`src/sv/crs_pkg.sv`:
```
// Shared constants and types for the Catmull-Rom spline evaluator.
package crs_pkg;

    // Default value width and parameter fraction bits.
    localparam int VALUE_WIDTH_DEF = 32;
    localparam int T_FRAC_BITS_DEF = 16;

    // Width of one accumulator slice fed to a partial-product multiplier.
    localparam int CHUNK_W = 32;

    // What an item asks for: position or a derivative with respect to t.
    typedef enum logic [1:0] {
        KIND_POS  = 2'd0,
        KIND_VEL  = 2'd1,
        KIND_ACC  = 2'd2,
        KIND_JERK = 2'd3
    } kind_t;

endpackage

```
`src/sv/crs_horner_step.sv`:
```
// One Horner step acc * t + coef * 2^shift, as two pipeline stages.
module crs_horner_step #(
    parameter int ACC_W      = crs_pkg::VALUE_WIDTH_DEF + 6,
    parameter int T_W        = crs_pkg::T_FRAC_BITS_DEF + 1,
    parameter int COEF_W     = crs_pkg::VALUE_WIDTH_DEF + 6,
    parameter int COEF_SHIFT = crs_pkg::T_FRAC_BITS_DEF,
    parameter int PASS_W     = crs_pkg::T_FRAC_BITS_DEF + 1,
    parameter int SUM_W      = crs_pkg::VALUE_WIDTH_DEF + crs_pkg::T_FRAC_BITS_DEF + 8
) (
    input  logic                     aclk,
    input  logic                     aresetn,
    // upstream side
    input  logic                     up_valid,
    output logic                     up_ready,
    input  logic signed [ACC_W-1:0]  acc_i,
    input  logic signed [COEF_W-1:0] coef_i,
    input  logic [PASS_W-1:0]        pass_i,   // t in the low T_W bits, then carried data
    // downstream side
    output logic                     dn_valid,
    input  logic                     dn_ready,
    output logic signed [SUM_W-1:0]  acc_o,
    output logic [PASS_W-1:0]        pass_o
);
    import crs_pkg::*;

    localparam int NCH       = (ACC_W + CHUNK_W - 1) / CHUNK_W;
    localparam int LOW_N     = NCH - 1;
    localparam int LOW_DEPTH = (LOW_N > 0) ? LOW_N : 1;
    localparam int TOP_LSB   = CHUNK_W * LOW_N;
    localparam int TOP_W     = ACC_W - TOP_LSB;
    localparam int PP_W      = CHUNK_W + T_W;
    localparam int PPT_W     = TOP_W + T_W + 1;

    // stage A: partial products
    logic                     a_valid_reg;
    logic                     a_ready;
    logic [PP_W-1:0]          pp_lo_next [LOW_DEPTH];
    logic [PP_W-1:0]          pp_lo_reg  [LOW_DEPTH];
    logic signed [PPT_W-1:0]  pp_top_next;
    logic signed [PPT_W-1:0]  pp_top_reg;
    logic signed [COEF_W-1:0] a_coef_reg;
    logic [PASS_W-1:0]        a_pass_reg;

    // stage B: summed accumulator
    logic                     b_valid_reg;
    logic                     b_ready;
    logic [SUM_W-1:0]         even_sum;
    logic [SUM_W-1:0]         odd_sum;
    logic [SUM_W-1:0]         top_term;
    logic [SUM_W-1:0]         coef_term;
    logic signed [SUM_W-1:0]  sum_next;
    logic signed [SUM_W-1:0]  sum_reg;
    logic [PASS_W-1:0]        b_pass_reg;

    logic [T_W-1:0]           t_u;
    logic signed [T_W:0]      t_s;
    logic signed [TOP_W-1:0]  top_s;

    // Hold a stage while the next one is full and stalled.
    assign b_ready  = !b_valid_reg || dn_ready;
    assign a_ready  = !a_valid_reg || b_ready;
    assign up_ready = a_ready;

    // Multiply each unsigned slice and the signed top slice by t.
    always_comb begin
        t_u   = pass_i[T_W-1:0];
        t_s   = signed'({1'b0, t_u});
        top_s = acc_i[ACC_W-1:TOP_LSB];
        for (int i = 0; i < LOW_DEPTH; i++) begin
            pp_lo_next[i] = '0;
        end
        for (int i = 0; i < LOW_N; i++) begin
            pp_lo_next[i] = PP_W'(acc_i[i*CHUNK_W +: CHUNK_W]) * PP_W'(t_u);
        end
        pp_top_next = PPT_W'(top_s) * PPT_W'(t_s);
    end

    always_ff @(posedge aclk) begin
        if (!aresetn) begin
            a_valid_reg <= 1'b0;
        end else if (a_ready) begin
            a_valid_reg <= up_valid;
        end
    end

    always_ff @(posedge aclk) begin
        if (a_ready && up_valid) begin
            pp_lo_reg  <= pp_lo_next;
            pp_top_reg <= pp_top_next;
            a_coef_reg <= coef_i;
            a_pass_reg <= pass_i;
        end
    end

    // Alternate slices never overlap, so two groups are merged by placement.
    always_comb begin
        even_sum = '0;
        odd_sum  = '0;
        for (int i = 0; i < LOW_N; i++) begin
            if (i[0]) begin
                odd_sum[i*CHUNK_W +: PP_W] = pp_lo_reg[i];
            end else begin
                even_sum[i*CHUNK_W +: PP_W] = pp_lo_reg[i];
            end
        end
        top_term  = SUM_W'(pp_top_reg) <<< TOP_LSB;
        coef_term = SUM_W'(a_coef_reg) <<< COEF_SHIFT;
        sum_next  = even_sum + odd_sum + top_term + coef_term;
    end

    always_ff @(posedge aclk) begin
        if (!aresetn) begin
            b_valid_reg <= 1'b0;
        end else if (b_ready) begin
            b_valid_reg <= a_valid_reg;
        end
    end

    always_ff @(posedge aclk) begin
        if (b_ready && a_valid_reg) begin
            sum_reg    <= sum_next;
            b_pass_reg <= a_pass_reg;
        end
    end

    assign dn_valid = b_valid_reg;
    assign acc_o    = sum_reg;
    assign pass_o   = b_pass_reg;

endmodule

```
`config.mk`:
```
export PLATFORM = sky130hd
export DESIGN_NAME = crs_horner_step
export DESIGN_NICKNAME = d
export VERILOG_FILES = /design/src/sv/crs_pkg.sv /design/src/sv/crs_horner_step.sv
export SDC_FILE = /design/constraint.sdc
export NUM_CORES = 2
export LEC_CHECK = 0
export BUFFER_PORTS_ARGS = -buffer_cell sky130_fd_sc_hd__buf_2
export CAP_MARGIN = 30
export CORE_MARGIN = 2
export CORE_UTILIZATION = 64
export CTS_CLUSTER_DIAMETER = 120
export CTS_CLUSTER_SIZE = 20
export DETAILED_ROUTE_END_ITERATION = 6
export GPL_ROUTABILITY_DRIVEN = 0
export PLACE_DENSITY = 0.82
export REMOVE_ABC_BUFFERS = 1
export SLEW_MARGIN = 10
export SYNTH_ARGS = -nofsm -noshare
export SYNTH_HDL_FRONTEND = slang
export SYNTH_SLANG_ARGS = --single-unit
export TNS_END_PERCENT = 50
```
`constraint.sdc`:
```
create_clock -name aclk -period 11 [get_ports aclk]
set_input_delay 2.2 -clock aclk [delete_from_list [all_inputs] [get_ports aclk]]
set_output_delay 2.2 -clock aclk [all_outputs]
set_load 0.02 [all_outputs]
```
==> impl_metrics.csv <==
group,metric,value,unit
worst_setup_path,cp_slowest_cell,"buf_2",
routing,drtIter0Drc,1729,
worst_setup_path,reg2reg_depth,12,
yosys,postSynthAreaPerCell,9.930,µm²
clock_network,cts-hold-fix-buffers,0,
worst_setup_path,cp-start-kind,"input pin",
yosys,syn_inst,2935,
worst_setup_path,worst-path-stages,21,
routing,first_pass_iters,6,
worst_setup_path,cp_max_fo,39,
clock_network,ctsRootBufferMaster,"clkbuf_16",
hold_path,hold_path.class,"flip-flop to flip-flop",
place,dp_hpwl,53690,µm
clock_network,cts_max_path_buffers,3,
worst_setup_path,r2r-end,"acc_o[53]",
worst_setup_path,crit_family,"adder cells",
routing,wl_per_cell,19.91,µm
timing,slew_violations,0,
finish,finish.utilization,0.6815,
timing,worst_pin_slew,1.076,ns
global_route,grt_pass1_vias,23120,
timing,finalWorstSetupSlack,2.166,ns
hold_path,holdCritStartpoint,"pp_lo_reg[13]",
global_route,busiest_layer,"met2",
routing,vias,21310,
finish,stdcell_count,3610,
global_route,grtUsageTotal,0.3160,
finish,syn_to_final_growth,5.649,%
clock_network,cts_buffers,14,
global_route,grtUsageMet1,0.4172,
global_route,gr-usage-met2,0.5273,
timing,fin_tns_setup,0,ns
hold_path,hold_depth,0,
timing,fin_crit_sh,0.8031,
clock_network,clkTransAtPathRegs,0.10,ns
finish,drive_gt1_frac,0.06950,
worst_setup_path,cp_cell_sequence,"buf_2 > nand2_1 > fa_1 > inv_1 > fa_1 > fa_1 > fa_1 > fa_1 > inv_1 > fa_1 > inv_1 > ha_1 > nand2_1 > nor3_1 > nand2_1 > a2111oi_0 > or3b_4 > a31o_1 > a221o_1 > a221oi_2 > xnor2_1",
global_route,overflow,0,
routing,routed_wl,71860,µm
flow_run,max-cap-violations,0,
timing,setup_violations,0,
worst_setup_path,max_stage_delay,0.77,ns
floorplanning,die_height,217.4,µm
timing,slew_headroom,0.2825,
timing,hold_viol,0,
worst_setup_path,cp_data_required_time,11.25,ns
floorplanning,dieArea,47260,µm²
global_route,grt_pass1_wl,117200,µm
status,outcome,"completed",
floorplanning,fp.dieW,217.4,µm
worst_setup_path,cp_num_buf_inv,4,
floorplanning,initial_core_util,0.6450,
global_route,grt_util_met3,0.05059,
routing,ant_nets,0,
worst_setup_path,timing.rr.start,"pp_lo_reg[17]",
floorplanning,io_pins,172,
clock_network,cts_tree,"built",
global_route,antenna_found_initial,3,
clock_network,post-cts-setup-buffer-count,0,
clock_network,clk-insertion-delay-late,0.50,ns
yosys,seq_area_frac_synth,0.2085,
worst_setup_path,worstSetupEndpointType,"flip-flop",
yosys,synth_seq_cells,203,
finish,nNetsFinal,3865,
floorplanning,core,45190,µm²
place,dp_cells,3585,
yosys,yosys_warnings,0,
place,portBuffers,171,
clock_network,htreeDepth,1,
yosys,ys.flop_type,"edfxtp_1",
global_route,grt_start_max_net_pins,83,
routing,viasPerCell,5.903,
timing,fmax,113.2,MHz
timing,fin_skew,0.03202,ns
worst_setup_path,cp_data_arrival_time,9.08,ns
finish,largest_reg_flops,56,
floorplanning,rows,78,
worst_setup_path,critPathKind,"input pin to flip-flop",
timing,rsz0062_at_grt,"no",
place,place_ws,1.852,ns
routing,post-route-drc-count,0,
yosys,async_flop_share,0,
yosys,syn_area,29150,µm²
clock_network,clock-sinks,203,
worst_setup_path,worst_path_most_repeated_cell,"fa_1",
hold_path,hold_end,"acc_o[13]",
timing,layout_min_cycle_time,8.834,ns
yosys,synth_edf_count,201,
clock_network,cts-resized-gates,0,
yosys,yosysUniqueCellTypes,64,
worst_setup_path,r2r_setup_slack,7.19,ns
==> cells by family (layout without fill, tap and decap cells) <==
kind of cell	Yosys count	in the layout	share of synthesized area
other	0	3	0
xor gates and xnor gates	95	95	0.02855
muxes	2	2	0.0006869
buffers and inverters	685	757	0.08835
AOI/OAI and AO/OA	305	305	0.06697
adders and majority gates	764	764	0.4640
DFF	203	203	0.2085
and+or+nand+nor	881	881	0.1430
==> cell usage after synthesis, types with 3 or more instances <==
cell type,number,share of area
nor2b_1,12,0.0026
o21ai_0,47,0.0081
inv_1,560,0.072
o211ai_1,8,0.0021
nor3_1,13,0.0022
nor2_1,69,0.0089
nand2b_1,30,0.0064
nand4_1,11,0.0024
a21o_1,50,0.013
or3_1,3,0.00064
o21bai_1,14,0.0036
a211oi_1,14,0.0036
edfxtp_1,201,0.21
a31oi_1,13,0.0028
nand3_1,20,0.0034
xnor2_1,68,0.020
a211o_1,3,0.00090
clkbuf_1,122,0.016
and3_1,8,0.0017
a41oi_1,4,0.0012
a21oi_1,104,0.018
and2_1,237,0.051
o21ai_1,5,0.00086
o21a_1,11,0.0028
xor2_1,27,0.0081
nand2_1,463,0.060
buf_2,3,0.00052
nand3b_1,4,0.0010
fa_1,528,0.36
ha_1,236,0.10
a21oi_2,5,0.0015
==> stage by stage <==
stage,cell area (µm²),hold slack [ns]
final,30790,0.4023
after global routing,30790,0.4047
after CTS,30720,0.4014
after detailed placement,30320,0.4054
after global placement,30320,0.4017
after floorplan,28670,0.4003
==> worst register-to-register path, delay by kind of cell, from the launching register on <==
family / cells / cell delay (ns)
DFF: 1 / 0.39
AOI/OAI and AO/OA: 8 / 1.91
adders and majority gates: 3 / 1.08
xor gates and xnor gates: 1 / 0.17
==> worst max-delay path by stage <==
stage	startpoint	end
5_1_grt	pass_i[2]	pp_lo_reg[48]
3_3_place_gp	pass_i[8]	pp_lo_reg[48]
2_1_floorplan	acc_i[19]	pp_lo_reg[48]
3_5_place_dp	pass_i[8]	pp_lo_reg[48]
6_report	pass_i[11]	pp_lo_reg[48]
4_1_cts	pass_i[8]	pp_lo_reg[48]
==> layout by cell type (no fill, tap or decap), types with 4 or more instances in the layout <==
master	Yosys	routed
xor2_1	27	27
and2_1	237	236
o21a_1	11	11
a21o_1	50	50
a41oi_1	4	4
and3_1	8	8
buf_4	0	4
nand2_1	463	463
a21oi_1	104	104
nand4_1	11	11
buf_2	3	171
nor2b_1	12	11
o21ai_0	47	47
nor3_1	13	13
nand3b_1	4	4
nor2_1	69	69
inv_1	560	560
clkbuf_16	0	14
ha_1	236	236
a31oi_1	13	13
xnor2_1	68	68
a21oi_2	5	5
o21bai_1	14	14
edfxtp_1	201	201
nand3_1	20	20
nand2b_1	30	30
o211ai_1	8	8
fa_1	528	528
a211oi_1	14	14
o21ai_1	5	5
==> layout make-up <==
type,instances,area [µm²]
antenna,3,7.507
timing repair buffer,178,953.4
clock inverter,2,36.28
multi-input combinational,2047,20500
inverter,560,2102
sequential,203,6076
tap,600,750.7
fill,3235,14390
clock buffer,17,361.6
==> routing by layer <==
metal,wire (µm),vias up,part of all wire
li1,-,9216,-
met1,27330,10610,0.38
met2,34710,1262,0.48
met3,6984,228,0.097
met4,2834,0,0.039
met5,0,-,0
Power is left out: the tool's default activity adds up to more than one toggle a clock period on the data nets, which glitch-free logic cannot reach.
